<file path="config.mk">
export PLATFORM = sky130hd
export DESIGN_NAME = voice_activity_detector
export DESIGN_NICKNAME = d
export VERILOG_FILES = /design/src/rtl/vad_pkg.sv /design/src/rtl/vad_div.sv /design/src/rtl/voice_activity_detector.sv
export SDC_FILE = /design/constraint.sdc
export NUM_CORES = 1
export LEC_CHECK = 0
export ABC_AREA = 1
export BUFFER_PORTS_ARGS = -buffer_cell sky130_fd_sc_hd__buf_2
export CAP_MARGIN = 10
export CORE_ASPECT_RATIO = 1.75
export CORE_MARGIN = 2
export CORE_UTILIZATION = 45
export DETAILED_ROUTE_END_ITERATION = 6
export PLACE_DENSITY = 0.68
export SLEW_MARGIN = 20
export SYNTH_ARGS = -nofsm -noshare
export SYNTH_HDL_FRONTEND = slang
export SYNTH_SLANG_ARGS = --single-unit
</file>
<file path="constraint.sdc">
create_clock -name clk -period 5.1 [get_ports clk]
set_input_delay 0.255 -clock clk [delete_from_list [all_inputs] [get_ports clk]]
set_output_delay 0.255 -clock clk [all_outputs]
set_load 0.1 [all_outputs]
</file>
<file path="src/rtl/vad_pkg.sv">
// Shared types and constants of the voice activity detector.
package vad_pkg;

  localparam int MAX_FRAME_DEF = 4096;

  localparam int SAMPLE_W = 16;
  localparam int LEVEL_W  = 16;
  localparam int DUR_W    = 24;
  localparam int CFG_IDX_W = 3;
  localparam int CFG_DATA_W = 24;
  localparam int OUT_TDATA_W = 24;

  // Register indexes of the configuration channel
  localparam logic [CFG_IDX_W-1:0] REG_LEVEL_THRESHOLD = 3'd0;
  localparam logic [CFG_IDX_W-1:0] REG_SPEECH_TIMEOUT  = 3'd1;
  localparam logic [CFG_IDX_W-1:0] REG_SILENCE_TIMEOUT = 3'd2;
  localparam logic [CFG_IDX_W-1:0] REG_NOINPUT_TIMEOUT = 3'd3;

  // Operation codes carried in tuser
  localparam logic OP_SAMPLE = 1'b0;
  localparam logic OP_RESET  = 1'b1;

  // Detection events
  localparam logic [1:0] EV_NONE       = 2'd0;
  localparam logic [1:0] EV_ACTIVITY   = 2'd1;
  localparam logic [1:0] EV_INACTIVITY = 2'd2;
  localparam logic [1:0] EV_NOINPUT    = 2'd3;

  typedef enum logic [1:0] {
    ST_INACTIVE       = 2'd0,
    ST_GOING_ACTIVE   = 2'd1,
    ST_ACTIVE         = 2'd2,
    ST_GOING_INACTIVE = 2'd3
  } vad_state_t;

  // Handshake between the sequencer and the divider
  typedef struct packed {
    logic start;
  } div_ctrl_t;

  typedef struct packed {
    logic busy;
    logic done;
  } div_stat_t;

endpackage

</file>
<file path="src/rtl/vad_div.sv">
// Bit-serial restoring divider: one quotient bit per cycle.
module vad_div
  import vad_pkg::*;
#(
  parameter int SW = 29,
  parameter int CW = 13
) (
  input  logic               clk,
  input  logic               rst,
  input  div_ctrl_t          ctrl,
  input  logic [SW-1:0]      dividend,
  input  logic [CW-1:0]      divisor,
  output div_stat_t          stat,
  output logic [LEVEL_W-1:0] quotient
);

  localparam int NW = $clog2(SW + 1);

  logic [CW-1:0] rem;
  logic [SW-1:0] quo;
  logic [NW-1:0] cnt;
  logic [CW-1:0] dvs;
  logic          busy;
  logic          done;

  logic [CW:0] trial;
  logic        fits;

  assign trial = {rem, quo[SW-1]};
  assign fits  = trial >= {1'b0, dvs};

  always_ff @(posedge clk) begin
    if (rst) begin
      busy <= 1'b0;
      done <= 1'b0;
      cnt  <= '0;
    end else begin
      done <= 1'b0;
      if (ctrl.start) begin
        busy <= 1'b1;
        cnt  <= '0;
        rem  <= '0;
        quo  <= dividend;
        dvs  <= divisor;
      end else if (busy) begin
        // shift in the next dividend bit, subtract where the divisor fits
        if (fits) begin
          rem <= CW'(trial - {1'b0, dvs});
        end else begin
          rem <= trial[CW-1:0];
        end
        quo <= {quo[SW-2:0], fits};
        cnt <= cnt + 1'b1;
        if (cnt == NW'(SW - 1)) begin
          busy <= 1'b0;
          done <= 1'b1;
        end
      end
    end
  end

  assign stat.busy = busy;
  assign stat.done = done;
  // the mean of 16-bit magnitudes never exceeds 32768
  assign quotient  = quo[LEVEL_W-1:0];

endmodule

</file>
<file path="src/rtl/voice_activity_detector.sv">
// Frame-based energy-threshold voice activity detector, top level.
//
// Audio samples arrive on the s_ stream, one signed 16-bit sample per beat, with
// s_tlast on the last sample of a frame and s_tuser set for a detector reset
// (return to inactive; the sample and tlast of that beat are ignored and the
// partial frame is kept). Absolute values are summed and counted, saturating at
// MAX_FRAME samples per frame, in which case frame_too_long is reported. At
// frame end the mean level is formed by a bit-serial divider and a four-state
// machine (inactive, going active, active, going inactive) is stepped; its
// duration counter adds the frame's sample count, saturates at 2^24-1, and is
// compared with the speech, silence or no-input timeout. One m_ beat goes out
// per frame. A sample that is not the end of a frame, and a reset beat, are
// taken without holding the input. A frame-end sample holds the input while
// the sequencer loads the divider, waits for it and steps the machine; the
// divider retires one quotient bit per cycle. A finished result waits in the
// output register while the next frame is taken in; the block stalls only when
// the next frame ends before that result is taken. Configuration registers are
// written on the cfg_ channel, which is always ready; indexes above 3 are
// dropped.
module voice_activity_detector
  import vad_pkg::*;
#(
  parameter int MAX_FRAME = MAX_FRAME_DEF
) (
  input  logic                   clk,
  input  logic                   rst,
  // configuration write channel
  input  logic                   cfg_valid,
  output logic                   cfg_ready,
  input  logic [CFG_IDX_W-1:0]   cfg_index,
  input  logic [CFG_DATA_W-1:0]  cfg_data,
  // sample stream
  input  logic                   s_tvalid,
  output logic                   s_tready,
  input  logic [SAMPLE_W-1:0]    s_tdata,   // [15:0] sample (signed)
  input  logic                   s_tlast,   // last_in_frame
  input  logic                   s_tuser,   // [0] operation
  // result stream
  output logic                   m_tvalid,
  input  logic                   m_tready,
  output logic [OUT_TDATA_W-1:0] m_tdata    // [1:0] event_res, [17:2] level,
                                            // [19:18] detector_state,
                                            // [20] frame_too_long, [23:21] zero
);

  localparam int CW = $clog2(MAX_FRAME + 1);
  localparam int SW = CW + SAMPLE_W;

  typedef enum logic [1:0] {
    C_IDLE,
    C_LOAD,
    C_DIV,
    C_FINISH
  } ctl_t;

  ctl_t ctl;

  // configuration registers
  logic [LEVEL_W-1:0] voice_floor;
  logic [DUR_W-1:0]   speech_hold;
  logic [DUR_W-1:0]   silence_hold;
  logic [DUR_W-1:0]   quiet_hold;

  // detector state
  vad_state_t       machine_state;
  logic [DUR_W-1:0] state_duration;
  logic [SW-1:0]    level_sum;
  logic [CW-1:0]    frame_count;
  logic             overflow_seen;

  div_ctrl_t          div_ctrl;
  div_stat_t          div_stat;
  logic [LEVEL_W-1:0] div_quotient;

  logic               in_beat;
  logic [SAMPLE_W-1:0] mag;
  logic               out_free;
  logic               load_out;

  // frame-end decision
  logic               voice;
  logic [DUR_W:0]     dur_sum;
  logic [DUR_W-1:0]   dur_sat;
  logic [DUR_W-1:0]   limit;
  logic               reached;
  vad_state_t         state_next;
  logic [DUR_W-1:0]   duration_next;
  logic [1:0]         ev_next;

  assign cfg_ready = 1'b1;
  assign s_tready  = (ctl == C_IDLE);
  assign in_beat   = s_tvalid && s_tready;
  assign out_free  = !m_tvalid || m_tready;
  assign load_out  = (ctl == C_FINISH) && out_free;

  // 16-bit negate maps -32768 onto 32768
  assign mag = s_tdata[SAMPLE_W-1] ? SAMPLE_W'(-s_tdata) : s_tdata;

  assign div_ctrl.start = (ctl == C_LOAD);

  vad_div #(
    .SW (SW),
    .CW (CW)
  ) u_div (
    .clk      (clk),
    .rst      (rst),
    .ctrl     (div_ctrl),
    .dividend (level_sum),
    .divisor  (frame_count),
    .stat     (div_stat),
    .quotient (div_quotient)
  );

  assign voice   = div_quotient >= voice_floor;
  assign dur_sum = {1'b0, state_duration} + (DUR_W + 1)'(frame_count);
  assign dur_sat = dur_sum[DUR_W] ? {DUR_W{1'b1}} : dur_sum[DUR_W-1:0];

  // one comparator serves all three timeouts
  always_comb begin
    unique case (machine_state)
      ST_INACTIVE:     limit = quiet_hold;
      ST_GOING_ACTIVE: limit = speech_hold;
      default:         limit = silence_hold;
    endcase
  end

  assign reached = dur_sat >= limit;

  always_comb begin
    state_next    = machine_state;
    duration_next = dur_sat;
    ev_next       = EV_NONE;
    unique case (machine_state)
      ST_INACTIVE: begin
        if (voice) begin
          state_next    = ST_GOING_ACTIVE;
          duration_next = '0;
        end else if (reached) begin
          ev_next = EV_NOINPUT;
        end
      end
      ST_GOING_ACTIVE: begin
        if (!voice) begin
          state_next    = ST_INACTIVE;
          duration_next = '0;
        end else if (reached) begin
          ev_next       = EV_ACTIVITY;
          state_next    = ST_ACTIVE;
          duration_next = '0;
        end
      end
      ST_ACTIVE: begin
        if (!voice) begin
          state_next    = ST_GOING_INACTIVE;
          duration_next = '0;
        end
      end
      ST_GOING_INACTIVE: begin
        if (voice) begin
          state_next    = ST_ACTIVE;
          duration_next = '0;
        end else if (reached) begin
          ev_next       = EV_INACTIVITY;
          state_next    = ST_INACTIVE;
          duration_next = '0;
        end
      end
      default: begin
        state_next = ST_INACTIVE;
      end
    endcase
  end

  // configuration writes
  always_ff @(posedge clk) begin
    if (rst) begin
      voice_floor  <= '0;
      speech_hold  <= '0;
      silence_hold <= '0;
      quiet_hold   <= '0;
    end else if (cfg_valid && cfg_ready) begin
      unique case (cfg_index)
        REG_LEVEL_THRESHOLD: voice_floor  <= cfg_data[LEVEL_W-1:0];
        REG_SPEECH_TIMEOUT:  speech_hold  <= cfg_data[DUR_W-1:0];
        REG_SILENCE_TIMEOUT: silence_hold <= cfg_data[DUR_W-1:0];
        REG_NOINPUT_TIMEOUT: quiet_hold   <= cfg_data[DUR_W-1:0];
        default: ;  // drop writes beyond the register list
      endcase
    end
  end

  // sequencer, accumulators and output register
  always_ff @(posedge clk) begin
    if (rst) begin
      ctl            <= C_IDLE;
      machine_state  <= ST_INACTIVE;
      state_duration <= '0;
      level_sum      <= '0;
      frame_count    <= '0;
      overflow_seen  <= 1'b0;
      m_tvalid       <= 1'b0;
    end else begin
      // a fresh result may replace the one taken at this same edge
      if (load_out) begin
        m_tvalid <= 1'b1;
      end else if (m_tvalid && m_tready) begin
        m_tvalid <= 1'b0;
      end
      unique case (ctl)
        C_IDLE: begin
          if (in_beat) begin
            if (s_tuser == OP_RESET) begin
              machine_state  <= ST_INACTIVE;
              state_duration <= '0;
            end else begin
              // hold the sums at MAX_FRAME samples and flag the long frame
              if (frame_count < CW'(MAX_FRAME)) begin
                level_sum   <= level_sum + SW'(mag);
                frame_count <= frame_count + 1'b1;
              end else begin
                overflow_seen <= 1'b1;
              end
              if (s_tlast) begin
                ctl <= C_LOAD;
              end
            end
          end
        end
        C_LOAD: begin
          ctl <= C_DIV;
        end
        C_DIV: begin
          if (div_stat.done) begin
            ctl <= C_FINISH;
          end
        end
        C_FINISH: begin
          if (out_free) begin
            machine_state  <= state_next;
            state_duration <= duration_next;
            m_tdata        <= {3'b000, overflow_seen, state_next, div_quotient, ev_next};
            level_sum      <= '0;
            frame_count    <= '0;
            overflow_seen  <= 1'b0;
            ctl            <= C_IDLE;
          end
        end
        default: begin
          ctl <= C_IDLE;
        end
      endcase
    end
  end

  a_count_bounded: assert property (@(posedge clk) disable iff (rst)
    frame_count <= CW'(MAX_FRAME))
    else $error("frame count beyond MAX_FRAME");

  a_result_from_finish: assert property (@(posedge clk) disable iff (rst)
    $rose(m_tvalid) |-> $past(ctl == C_FINISH))
    else $error("result raised outside frame finish");

  a_done_in_div: assert property (@(posedge clk) disable iff (rst)
    div_stat.done |-> (ctl == C_DIV))
    else $error("divider finished while sequencer not waiting");

  a_busy_in_div: assert property (@(posedge clk) disable iff (rst)
    div_stat.busy |-> (ctl == C_DIV))
    else $error("divider running while sequencer not waiting");

  a_level_range: assert property (@(posedge clk) disable iff (rst)
    m_tvalid |-> (m_tdata[17:2] <= 16'd32768))
    else $error("level beyond 32768");

  a_activity_state: assert property (@(posedge clk) disable iff (rst)
    (m_tvalid && (m_tdata[1:0] == EV_ACTIVITY)) |-> (m_tdata[19:18] == ST_ACTIVE))
    else $error("activity event without active state");

endmodule
</file>
==> summary.txt <==
STA
  – Max_slew headroom: 0.335
  – Slew @ Worst Pin: 995 ps
  – F_max: 0.240 GHz
  – Setup-failing EPs final: 0
  – Post-route minimum period: 4170 ps
  – Sum Neg Setup Slack: 0 ps
  – RSZ-0062 raised after global routing: false
  – Worst setup margin: 933 ps
  – Hold Vio Cnt, Final: 0
  – Final critical-path share of the clock period: 0.817
  – Max Clock Skew: 19.9 ps
  – Pins Over Slew Limit: 0

Logic synthesis
  – Largest area contributor in the netlist: dfxtp_1
  – Syn Inst Count: 1963
  – EDFF count, synth: 76
  – Sequential area share after synthesis: 0.397
  – Synth top area share: 0.236
  – Synth cell types: 47
  – Syn_area_per_cell: 7.21 um^2
  – Ranking of synthesized cells by area: dfxtp_1, edfxtp_1, nand2_1
  – Main synth FF type: dfxtp_1
  – Netlist Area Pre-Place: 14200 um^2
  – Number of synthesized register bits: 243
  – Post-synthesis async set-or-reset flop share: 0
  – Warnings from Yosys: 0

Clock tree
  – Setup bufs post-CTS: 0
  – Clk sinks: 243
  – CTS tree: yes
  – Hold-fix buffers, CTS: 15
  – CTS clk-pin slew, worst paths: 60 ps
  – PostCTS Resize Cnt: 0
  – CTS root buffer: clkbuf_16
  – H-tree Lvls: 1
  – Total CTS buffers: 25
  – Worst-Skew Late Latency: 560 ps
  – CTS max path bufs: 3

Detailed routing
  – Vias/cell: 5.31
  – Vias: 12900
  – TritonRoute pass-1 iters: 5
  – Routed Antenna Nets: 0
  – Routed wire per std cell: 16.1 um
  – Post-Route WL: 39300 um
  – Initial DRC count: 775
  – Number of remaining DRC errors: 0

GRT
  – Largest net degree at the start of global routing: 94
  – First-pass GRT wire length: 63100 um
  – Vias in the first global route: 12900
  – All-Layer GR Usage: 0.235
  – Initial antenna violation count: 0
  – Grt ovf: 0

Cells and area
  – Non-filler instance count after layout: 2436
  – Final instance area: 15900 um^2
  – Fillers: 3056
  – Layout area overhead: 12.1%
  – Net count, final: 2169
  – Proportion of layout cells with a drive suffix above 1: 0.0797
  – N_diodes: 0

Die
  – CORE AREA: 30800 um^2
  – Die Y: 239 um
  – Top-level I/O count: 77
  – Rows: 85
  – Starting Density: 0.459
  – Die Wd: 138 um
  – Die area: 32900 um^2

Critical path
  – Crit path largest cell delay: 430 ps
  – Crit path depth: 22
  – Buf/Inv on CP: 1
  – Worst path cell trace: ha_1 > fa_1 > nand3_1 > nand3_1 > nand2_1 > nand2_1 > nand2_2 > nand2_4 > nand2_4 > nand3_1 > ha_1 > nand2_1 > nor2_1 > inv_1 > nor3_1 > nand2_1 > nand4_1 > nand2_1 > nand2_1 > nor2_1 > nor2_1 > nor2_1
  – Top cell by count, worst path: nand2_1
  – Slowest CP cell: nand2_1
  – Reg2Reg Depth: 22
  – WS Path Type: flop to flop
  – Crit path max-delay family: simple AND/OR/NAND/NOR gates
  – Worst EP required: 5500 ps
  – Worst Setup End Kind: flop
  – CP arrival: 4570 ps
  – Worst setup SP type: flop
  – Worst Path Max Fanout: 21

Power
  – Total Power: 0.00510 W
  – P_leak: 7.30 nW
  – Pwr dens: 321 nW/um^2
  – Maximum VDD drop: 0.000257 V

Worst hold path
  – Tightest Hold Check Type: input port to flop
  – Hold path depth: 3

Job
  – Max-Cap Viols: 0

Place
  – Hpwl dp: 29100 um
  – Post-DP Area: 14900 um^2
  – GP Congestion: 0.958
  – Dpl ws: 1000 ps
  – Dpl cells: 2375
  – Port bufs: 72

Status
  – Status: finished clean
==> metrics by stage <==
step                      utilization  hold WS [ps]
after CTS                       0.514          13.3
final                           0.514          31.3
after global routing            0.514          23.7
after detailed placement        0.482           427
after floorplan                     -           390
after global placement          0.482           422
==> power by group <==
part           internal [W]  switching (W)  leakage (nW)
Combinational      0.000307       0.000641          4.84
Clock               0.00111       0.000830         0.403
Sequential          0.00214      0.0000714          2.06
==> layer usage <==
layer  routed length, um  track usage
met3                1330       0.0222
met4                2690        0.149
met1               14600        0.239
met2               20700        0.455
met5                   0            0
==> path summary, 6_finish.rpt <==
check                 startpoint                 end  slack, ps
setup / recovery  frame_count[0]  state_duration[23]        930
hold / removal      cfg_data[11]    silence_hold[11]         30
setup reg to reg  frame_count[0]  state_duration[23]        930
hold reg to reg    overflow_seen         m_tdata[20]        450
==> kinds of logic (layout without fill, tap and decap cells) <==
logic type	count (synthesis)	count (layout)	synth area share
AO/OA/AOI/OAI	379	379	0.146
XOR/XNOR	32	32	0.0198
adder cells (fa/ha/maj)	93	93	0.0838
buffers and inverters	308	388	0.0851
flip-flops	243	243	0.397
other	2	4	0.000531
AND/OR/NAND/NOR	906	906	0.267
==> worst min-delay path: stages <==
cell,delay [ps]
buf_2,150
nor2_1,60
nor2_1,80
==> flip-flops by register name, summed over array words and instances, names as in the netlist <==
signal / flops
ctl: 2
frame_count: 13
level_sum: 29
m_tdata: 21
m_tvalid: 1
machine_state: 2
overflow_seen: 1
quiet_hold: 24
silence_hold: 24
speech_hold: 24
state_duration: 24
u_div.busy: 1
u_div.cnt: 5
u_div.done: 1
u_div.dvs: 13
u_div.quo: 29
u_div.rem: 13
voice_floor: 16
==> synthesized netlist by cell type (4+ instances only) <==
cell / number
o21ai_0: 152
xor2_1: 20
edfxtp_1: 76
xnor2_1: 12
nand3_1: 96
a21oi_1: 144
nor2_1: 293
nand3_2: 4
o21ai_1: 5
a21o_1: 8
nand2_4: 6
ha_1: 90
nand2_1: 432
inv_2: 5
o21bai_1: 27
nor3_1: 28
buf_4: 6
buf_2: 9
nor4_1: 4
nand3b_1: 11
clkbuf_1: 46
dfxtp_1: 167
nand4_1: 17
o22ai_1: 26
nand2_2: 4
o21a_1: 4
inv_1: 234
==> area by class of cell <==
type / instances / area, um^2 / area share
timing repair buffer: 100 / 608 / 0.0383
clock buffer: 26 / 629 / 0.0397
clock inverter: 20 / 233 / 0.0147
inverter: 242 / 908 / 0.0573
tap: 391 / 489 / 0.0308
sequential: 243 / 5630 / 0.355
multi-input combinational: 1414 / 7370 / 0.465
==> placed cells by master (no fill, tap or decap), types with 7 or more instances in the layout <==
| master | synthesis | layout |
|---|---|---|
| a21o_1 | 8 | 8 |
| a21oi_1 | 144 | 144 |
| buf_2 | 9 | 72 |
| buf_4 | 6 | 13 |
| clkbuf_16 | 0 | 25 |
| clkinv_1 | 3 | 7 |
| dfxtp_1 | 167 | 167 |
| dlygate4sd3_1 | 0 | 15 |
| edfxtp_1 | 76 | 76 |
| ha_1 | 90 | 90 |
| inv_1 | 234 | 233 |
| nand2_1 | 432 | 432 |
| nand3_1 | 96 | 96 |
| nand3b_1 | 11 | 11 |
| nand4_1 | 17 | 17 |
| nor2_1 | 293 | 292 |
| nor3_1 | 28 | 25 |
| o21ai_0 | 152 | 151 |
| o21bai_1 | 27 | 27 |
| o22ai_1 | 26 | 26 |
| xnor2_1 | 12 | 12 |
| xor2_1 | 20 | 20 |
No activity file was read; power rests on OpenSTA's default activity.
